`config.mk`:
```
export PLATFORM = sky130hd
export DESIGN_NAME = two_channel_encoder_dimmer
export DESIGN_NICKNAME = d
export VERILOG_FILES = /design/src/sv/tcd_pkg.sv /design/src/sv/tcd_level_eval.sv /design/src/sv/two_channel_encoder_dimmer.sv
export VERILOG_INCLUDE_DIRS = /design/src /design/src/sv
export SDC_FILE = /design/constraint.sdc
export NUM_CORES = 1
export LEC_CHECK = 0
export ABC_AREA = 1
export BUFFER_PORTS_ARGS = -buffer_cell sky130_fd_sc_hd__buf_2
export CAP_MARGIN = 10
export CORE_MARGIN = 2
export CORE_UTILIZATION = 30
export DETAILED_ROUTE_END_ITERATION = 16
export GPL_TIMING_DRIVEN = 0
export SYNTH_ARGS = -nofsm -noshare
export SYNTH_HDL_FRONTEND = slang
export SYNTH_SLANG_ARGS = --single-unit
```
`constraint.sdc`:
```
create_clock -name clk -period 5.3 [get_ports clk]
set_input_delay 1.06 -clock clk [delete_from_list [all_inputs] [get_ports clk]]
set_output_delay 1.06 -clock clk [all_outputs]
set_load 0.02 [all_outputs]
```
`src/sv/assert_macros.svh`:
```
// Assertion macros shared by the dimmer RTL.
// Expects clk, and rst_n for TCD_ASSERT, in the scope of each use.
`ifndef ASSERT_MACROS_SVH
`define ASSERT_MACROS_SVH

// Checked only while out of reset.
`define TCD_ASSERT(lbl, prop, msg) \
    lbl: assert property (@(posedge clk) disable iff (!rst_n) (prop)) else $error(msg);

// Checked on every edge, reset included.
`define TCD_ASSERT_ALWAYS(lbl, prop, msg) \
    lbl: assert property (@(posedge clk) (prop)) else $error(msg);

`endif

```
`src/sv/tcd_pkg.sv`:
```
// Package for the two-channel encoder dimmer: constants, register indexes
// and the logarithmic duty table. No dependencies.
package tcd_pkg;

    localparam int TABLE_DEPTH_DEF    = 40;
    localparam int LED_COUNT_DEF      = 10;
    localparam int TICKS_PER_LED_DEF  = 16;
    localparam int TICKS_PER_STEP_DEF = 4;

    localparam int STORED_ENTRIES = 40;
    localparam logic [7:0]  WRAP_LIMIT        = 8'd200;
    localparam logic [7:0]  MAX_LEVEL_RESET   = 8'd160;
    localparam logic [15:0] FULL_ON_RESET     = 16'd51000;

    localparam int CFG_INDEX_W = 1;
    localparam int CFG_DATA_W  = 16;
    localparam logic [CFG_INDEX_W-1:0] REG_MAX_LEVEL    = 1'b0;
    localparam logic [CFG_INDEX_W-1:0] REG_FULL_ON_DUTY = 1'b1;

    typedef logic signed [1:0] step_t;
    localparam step_t STEP_UP   = 2'sb01;
    localparam step_t STEP_DOWN = 2'sb11;
    localparam step_t STEP_NONE = 2'sb00;

    function automatic logic [15:0] log_duty(input logic [5:0] idx);
        logic [15:0] d;
        case (idx)
            6'd0:  d = 16'd0;
            6'd1:  d = 16'd2;
            6'd2:  d = 16'd8;
            6'd3:  d = 16'd14;
            6'd4:  d = 16'd21;
            6'd5:  d = 16'd29;
            6'd6:  d = 16'd38;
            6'd7:  d = 16'd48;
            6'd8:  d = 16'd59;
            6'd9:  d = 16'd72;
            6'd10: d = 16'd95;
            6'd11: d = 16'd115;
            6'd12: d = 16'd130;
            6'd13: d = 16'd145;
            6'd14: d = 16'd170;
            6'd15: d = 16'd190;
            6'd16: d = 16'd222;
            6'd17: d = 16'd255;
            6'd18: d = 16'd300;
            6'd19: d = 16'd350;
            6'd20: d = 16'd430;
            6'd21: d = 16'd530;
            6'd22: d = 16'd650;
            6'd23: d = 16'd783;
            6'd24: d = 16'd916;
            6'd25: d = 16'd1204;
            6'd26: d = 16'd1582;
            6'd27: d = 16'd2079;
            6'd28: d = 16'd2732;
            6'd29: d = 16'd3590;
            6'd30: d = 16'd4717;
            6'd31: d = 16'd6197;
            6'd32: d = 16'd8142;
            6'd33: d = 16'd10697;
            6'd34: d = 16'd14053;
            6'd35: d = 16'd18463;
            6'd36: d = 16'd24256;
            6'd37: d = 16'd31866;
            6'd38: d = 16'd40000;
            6'd39: d = 16'd49000;
            default: d = 16'd0;
        endcase
        return d;
    endfunction

endpackage

```
`src/sv/tcd_level_eval.sv`:
```
// Level update of the selected channel: step add, wrap clear, clamp,
// duty lookup and bargraph count. Depends on tcd_pkg.
module tcd_level_eval
    import tcd_pkg::*;
#(
    parameter int TABLE_DEPTH    = TABLE_DEPTH_DEF,
    parameter int LED_COUNT      = LED_COUNT_DEF,
    parameter int TICKS_PER_LED  = TICKS_PER_LED_DEF,
    parameter int TICKS_PER_STEP = TICKS_PER_STEP_DEF
)
(
    input  logic [7:0]  level_cur,
    input  step_t       step,
    input  logic [7:0]  max_level,
    input  logic [15:0] full_on_duty,
    output logic [7:0]  level_new,
    output logic [15:0] duty,
    output logic [3:0]  bar
);

    // reciprocals scaled by 2^16, exact quotient for any 8-bit level
    localparam logic [16:0] STEP_RECIP =
        17'((65536 + TICKS_PER_STEP - 1) / TICKS_PER_STEP);
    localparam logic [16:0] LED_RECIP =
        17'((65536 + TICKS_PER_LED - 1) / TICKS_PER_LED);

    logic [7:0]  sum;
    logic [7:0]  unwrapped;
    logic [7:0]  idx;
    logic [7:0]  leds;
    logic [23:0] step_prod;
    logic [23:0] led_prod;

    always_comb
    begin
        sum       = level_cur + {{6{step[1]}}, step};
        unwrapped = (sum > WRAP_LIMIT) ? 8'd0 : sum;
        level_new = (unwrapped > max_level) ? max_level : unwrapped;

        step_prod = {16'd0, level_new} * {7'd0, STEP_RECIP};
        idx       = step_prod[23:16];
        if ({1'b0, idx} < 9'(TABLE_DEPTH) && {1'b0, idx} < 9'(STORED_ENTRIES))
        begin
            duty = log_duty(idx[5:0]);
        end
        else
        begin
            duty = full_on_duty;
        end

        led_prod = {16'd0, level_new} * {7'd0, LED_RECIP};
        leds     = led_prod[23:16];
        if (leds > 8'(LED_COUNT))
        begin
            leds = 8'(LED_COUNT);
        end
        bar = leds[3:0];
    end

endmodule

```
`src/sv/two_channel_encoder_dimmer.sv`:
```
// Two-channel encoder dimmer, top level. An accepted input passes the input
// register, then the result register; one item per cycle while out_stall
// does not hold the result, as the state update between the two is combinational.
// Reset (rst_n, async low) clears both valid flags, button machine, channel,
// levels, duties and encoder state; max_level and full_on_duty go to 160, 51000.
// Depends on tcd_pkg, tcd_level_eval and assert_macros.svh.
`include "assert_macros.svh"

module two_channel_encoder_dimmer
    import tcd_pkg::*;
#(
    parameter int TABLE_DEPTH    = TABLE_DEPTH_DEF,
    parameter int LED_COUNT      = LED_COUNT_DEF,
    parameter int TICKS_PER_LED  = TICKS_PER_LED_DEF,
    parameter int TICKS_PER_STEP = TICKS_PER_STEP_DEF
)
(
    input  logic                   clk,
    input  logic                   rst_n,
    input  logic                   cfg_we,
    input  logic [CFG_INDEX_W-1:0] cfg_index,
    input  logic [CFG_DATA_W-1:0]  cfg_data,
    input  logic                   in_valid,
    output logic                   in_stall,
    input  logic                   phase_a_active,
    input  logic                   phase_b_active,
    input  logic                   button_down,
    output logic                   out_valid,
    input  logic                   out_stall,
    output logic [15:0]            duty_first,
    output logic [15:0]            duty_second,
    output logic                   drive_first,
    output logic                   drive_second,
    output logic                   restart_counter,
    output logic [3:0]             bar_count,
    output logic                   selected_channel
);

    typedef enum logic [1:0] {
        BTN_RELEASED,
        BTN_PRESSED,
        BTN_HELD,
        BTN_RELEASING
    } btn_state_t;

    logic        in_valid_reg;
    logic        a_reg, b_reg, down_reg;
    logic        out_valid_reg;
    btn_state_t  btn_reg, btn_next;
    logic        chan_reg, chan_next;
    logic [7:0]  level_first_reg, level_first_next;
    logic [7:0]  level_second_reg, level_second_next;
    logic [15:0] duty_first_reg, duty_first_next;
    logic [15:0] duty_second_reg, duty_second_next;
    logic [1:0]  enc_last_reg, enc_last_next;
    step_t       step_reg, step_next;
    logic        restart_reg, restart_next;
    logic [3:0]  bar_reg;
    logic [7:0]  max_level_reg;
    logic [15:0] full_on_reg;

    logic        advance;
    logic        in_take;
    logic [7:0]  level_sel;
    logic [7:0]  level_upd;
    logic [15:0] duty_upd;
    logic [3:0]  bar_upd;
    logic [1:0]  enc_now;
    logic [1:0]  enc_diff;

    assign advance  = in_valid_reg && (!out_valid_reg || !out_stall);
    assign in_stall = in_valid_reg && !advance;
    assign in_take  = in_valid && !in_stall;

    assign level_sel = chan_next ? level_second_reg : level_first_reg;

    tcd_level_eval #(
        .TABLE_DEPTH    (TABLE_DEPTH),
        .LED_COUNT      (LED_COUNT),
        .TICKS_PER_LED  (TICKS_PER_LED),
        .TICKS_PER_STEP (TICKS_PER_STEP)
    ) u_eval (
        .level_cur    (level_sel),
        .step         (step_reg),
        .max_level    (max_level_reg),
        .full_on_duty (full_on_reg),
        .level_new    (level_upd),
        .duty         (duty_upd),
        .bar          (bar_upd)
    );

    always_comb
    begin
        btn_next  = btn_reg;
        chan_next = chan_reg;
        case (btn_reg)
            BTN_RELEASED:
            begin
                if (down_reg)
                begin
                    btn_next  = BTN_PRESSED;
                    chan_next = !chan_reg;
                end
            end
            BTN_PRESSED:   if (down_reg)  btn_next = BTN_HELD;
            BTN_HELD:      if (!down_reg) btn_next = BTN_RELEASING;
            BTN_RELEASING: if (!down_reg) btn_next = BTN_RELEASED;
            default:       btn_next = BTN_RELEASED;
        endcase

        level_first_next  = level_first_reg;
        level_second_next = level_second_reg;
        duty_first_next   = duty_first_reg;
        duty_second_next  = duty_second_reg;
        if (chan_next)
        begin
            level_second_next = level_upd;
            duty_second_next  = duty_upd;
        end
        else
        begin
            level_first_next = level_upd;
            duty_first_next  = duty_upd;
        end

        // gray decode: phase pair -> quadrature position
        enc_now       = {a_reg, a_reg ^ b_reg};
        enc_diff      = enc_last_reg - enc_now;
        enc_last_next = enc_last_reg;
        step_next     = STEP_NONE;
        if (enc_diff[0])
        begin
            enc_last_next = enc_now;
            step_next     = enc_diff[1] ? STEP_UP : STEP_DOWN;
        end

        restart_next = (duty_first_next != 16'd0 && duty_first_reg == 16'd0) ||
                       (duty_second_next != 16'd0 && duty_second_reg == 16'd0);
    end

    always_ff @(posedge clk or negedge rst_n)
    begin
        if (!rst_n)
        begin
            in_valid_reg     <= 1'b0;
            out_valid_reg    <= 1'b0;
            btn_reg          <= BTN_RELEASED;
            chan_reg         <= 1'b0;
            level_first_reg  <= 8'd0;
            level_second_reg <= 8'd0;
            duty_first_reg   <= 16'd0;
            duty_second_reg  <= 16'd0;
            enc_last_reg     <= 2'd0;
            step_reg         <= STEP_NONE;
            max_level_reg    <= MAX_LEVEL_RESET;
            full_on_reg      <= FULL_ON_RESET;
        end
        else
        begin
            if (in_take)
            begin
                in_valid_reg <= 1'b1;
            end
            else if (advance)
            begin
                in_valid_reg <= 1'b0;
            end
            out_valid_reg <= advance || (out_valid_reg && out_stall);
            if (advance)
            begin
                btn_reg          <= btn_next;
                chan_reg         <= chan_next;
                level_first_reg  <= level_first_next;
                level_second_reg <= level_second_next;
                duty_first_reg   <= duty_first_next;
                duty_second_reg  <= duty_second_next;
                enc_last_reg     <= enc_last_next;
                step_reg         <= step_next;
            end
            if (cfg_we)
            begin
                case (cfg_index)
                    REG_MAX_LEVEL:    max_level_reg <= cfg_data[7:0];
                    REG_FULL_ON_DUTY: full_on_reg   <= cfg_data[15:0];
                    default:          ;
                endcase
            end
        end
    end

    // payload, no reset
    always_ff @(posedge clk)
    begin
        if (in_take)
        begin
            a_reg    <= phase_a_active;
            b_reg    <= phase_b_active;
            down_reg <= button_down;
        end
        if (advance)
        begin
            restart_reg <= restart_next;
            bar_reg     <= bar_upd;
        end
    end

    assign out_valid        = out_valid_reg;
    assign duty_first       = duty_first_reg;
    assign duty_second      = duty_second_reg;
    assign drive_first      = |duty_first_reg;
    assign drive_second     = |duty_second_reg;
    assign restart_counter  = restart_reg;
    assign bar_count        = bar_reg;
    assign selected_channel = chan_reg;

    `TCD_ASSERT(a_level_bound,
        level_first_reg <= WRAP_LIMIT && level_second_reg <= WRAP_LIMIT,
        "level above wrap limit")
    `TCD_ASSERT(a_idle_chan_holds,
        advance && !chan_next |=> level_second_reg == $past(level_second_reg),
        "unselected level changed")
    `TCD_ASSERT(a_restart_lit,
        out_valid_reg && restart_reg |-> drive_first || drive_second,
        "restart with no channel lit")
    `TCD_ASSERT(a_toggle_on_press,
        chan_reg != $past(chan_reg) |->
            $past(advance && btn_reg == BTN_RELEASED && down_reg),
        "channel toggled without a new press")

endmodule

```
==> out/metrics.yaml <==
outcome:
  status: "finished, final reports clean"
sta:
  setup_violations: 0
  period_share: 0.997
  rsz0062_at_grt: "yes"
  slew_viol_final: 0
  max_slew_margin: 0.541
  worst_clock_skew_ps: 8.13
  fmax_ghz: 0.189
  period_minus_slack_ps: 5280
  hold_viol_final: 0
  worstMarginPinSlew_ps: 686
yosys:
  yosys_warnings: 0
  synth_top_area_frac: 0.310
  synthFlopType: "dfrtp_1"
  ys_seq_area_frac: 0.397
  ys_seq_elements: 89
  ys_types: 44
  synthCells: 778
  synth_edf_count: 8
  async_flop_share: 0.910
  syn_nets: 832
  syn_area_um2: 5740
  synth_area_leader_cell: "dfrtp_1"
  syn_avg_cell_area_um2: 7.38
  synth_area_leaders: "dfrtp_1, nand2_1, ha_1"
floorplan:
  die_w_um: 142
  rows: 50
  io_pins: 67
  initial_core_util: 0.306
  core_um2: 18800
  dieArea_um2: 20300
  die_y_um: 142
cts:
  clk_latency_ps: 360
  htree_levels: 3
  clk_pin_slew_ps: 70
  cts_root_buf: "clkbuf_16"
  cts_buffer_depth: 2
  clkSinkCount: 89
  cts_tree: "yes"
  cts_made_buffers: 9
worst_setup_path:
  crit_path_start_kind: "flop"
  r2r_cells: 38
  crit_required_ps: 5410
  regToRegEndpoint: "restart_counter$_DFFE_PP_"
  critPathSlowestCell: "dfrtp_1"
  path_class: "flop to flop"
  reg2reg_slack_ps: 20
  path_common_cell: "nand2_2"
  critPathLaunch: "btn_reg[0]$_DFFE_PN0P_"
  arrival_ps: 5390
  worstPathMaxFanout: 8
  cpPeakStageDelay_ps: 390
  crit_end: "restart_counter$_DFFE_PP_"
  timing.rr.start: "btn_reg[0]$_DFFE_PN0P_"
  crit_path_end_kind: "flop"
global_routing:
  grtUsageMet2: 0.273
  grt_usage: 0.179
  grt_pass1_vias: 5362
  busiest_layer: "met2"
  antenna_found_initial: 0
  grt_pass1_wl_um: 28300
  grt_util_met3: 0.0441
  grt_remaining_overflow: 0
  grt_max_degree: 43
  grt_util_met1: 0.256
drt:
  drc: 0
  avgRoutedWirePerCell_um: 15.9
  drt_first_pass_iters: 5
  drt_iter0_drc: 627
  dr_total_vias: 5805
  ant_nets: 0
  totalWireLength_um: 18200
  viasPerCell: 5.08
finish:
  layout.nets: 958
  final_core_util: 0.409
  drive_gt1_frac: 0.320
  area_growth_pct: 33.8
  n_antenna_cell: 0
min_path:
  min_path_type: "flop to flop"
  worstHoldStart: "in_valid_reg$_DFFE_PN0P_"
flow_run:
  cap_violations: 0
placed_design:
  gp_congestion: 0.941
  place_hpwl_um: 12500
  io_buffers: 66
## metrics by stage
stage | worst slack, ps | area [um2] | cells | hold WS (ps) | setup TNS (ps)
floorplan | 1.12 | 5760 | 778 | 434 | 0
global placement | -1200 | 6380 | 1078 | 456 | -12140
detailed placement | -1190 | 6400 | 1079 | 463 | -12340
CTS | 7.63 | 7350 | 1132 | 481 | 0
global route | -282 | 7680 | 1143 | 508 | -300
finish | 18.2 | 7680 | 1143 | 471 | 0
## synth_stat cells (2+ instances only)
cell type,count
a21boi_2,2
a21oi_1,14
a31oi_1,4
buf_2,2
buf_6,7
clkbuf_1,13
dfrtp_1,71
dfstp_2,10
edfxtp_1,8
ha_1,28
inv_1,75
inv_2,3
mux2_2,5
nand2_1,255
nand2_2,22
nand2_4,4
nand3_1,65
nand3_2,4
nand3_4,2
nand3b_1,3
nand4_1,12
nor2_1,54
nor2_2,4
nor3_1,3
nor4_1,9
o21ai_0,68
o21ai_1,7
or2_2,5
xnor2_1,4
## worst max-delay path: cells and delay by family, from the launching register on
kind                       cells  cell delay [ps]
and+or+nand+nor               25             2350
adders and majority gates      5             1200
buffers and inverters          6              730
DFF                            1              390
AOI/OAI and AO/OA              2              350
## worst min-delay path by stage
stage,to,cells past startpoint,slack [ps]
2_1_floorplan,out_valid$_DFF_PN0_,2,430
3_3_place_gp,out_valid$_DFF_PN0_,2,460
3_5_place_dp,out_valid$_DFF_PN0_,2,460
4_1_cts,out_valid$_DFF_PN0_,2,480
5_1_grt,out_valid$_DFF_PN0_,2,510
6_report,out_valid$_DFF_PN0_,2,470
## cells in the final DEF (no fill, tap or decap), drive strengths merged
| cell type | count |
|---|---|
| or3 | 1 |
| o211a | 1 |
| edfxtp | 8 |
| bufinv | 1 |
| o21ai | 76 |
| nand2 | 281 |
| clkinv | 2 |
| and3 | 1 |
| buf | 127 |
| bufbuf | 1 |
| or4 | 1 |
| nand4 | 12 |
| ha | 28 |
| dfrtp | 71 |
| o22ai | 1 |
| nor4 | 9 |
| inv | 81 |
| xor2 | 1 |
| nand3 | 71 |
| clkinvlp | 1 |
| fa | 1 |
| mux2 | 5 |
| nor3 | 3 |
| nor2 | 59 |
| a31oi | 4 |
| or2 | 6 |
| xnor2 | 4 |
| dfstp | 10 |
| o21bai | 1 |
| nand3b | 3 |
| a211oi | 1 |
| clkbuf | 20 |
| a21boi | 2 |
| a21oi | 15 |
## cell families (layout without fill, tap and decap cells)
logic type	after synthesis	count (layout)	synth area share
fa+ha+maj	29	29	0.0645
xor+xnor	5	5	0.00763
compound gates	101	101	0.0944
flops	89	89	0.397
simple gates	447	447	0.349
buf+inv	102	233	0.0770
mux	5	5	0.00981
## what timing repair did
action / CTS / global route
gates resized for setup: 78 / 60
setup endpoints to repair: 33 / 15
buffers inserted: 36 / 13
gates cloned: 1 / 0
hold buffers: 0 / 0
pin swaps: 42 / 44
## per-layer routing
metal | share of wire | vias up
met2 | 0.45 | 251
met5 | 0 | -
met3 | 0.070 | 38
li1 | - | 2777
met4 | 0.013 | 0
met1 | 0.47 | 2739
## area by class of cell
class | instances | area, um2
Clock inverter | 7 | 75.1
Timing Repair Buffer | 117 | 772
Tap cell | 234 | 293
Buffer | 22 | 170
Fill cell | 1931 | 11100
Clock buffer | 9 | 225
Inverter | 78 | 300
Sequential cell | 89 | 2280
Multi-Input combinational cell | 587 | 3570
Power is left out: the tool's default activity adds up to more than one toggle a clock period on the data nets, which glitch-free logic cannot reach.
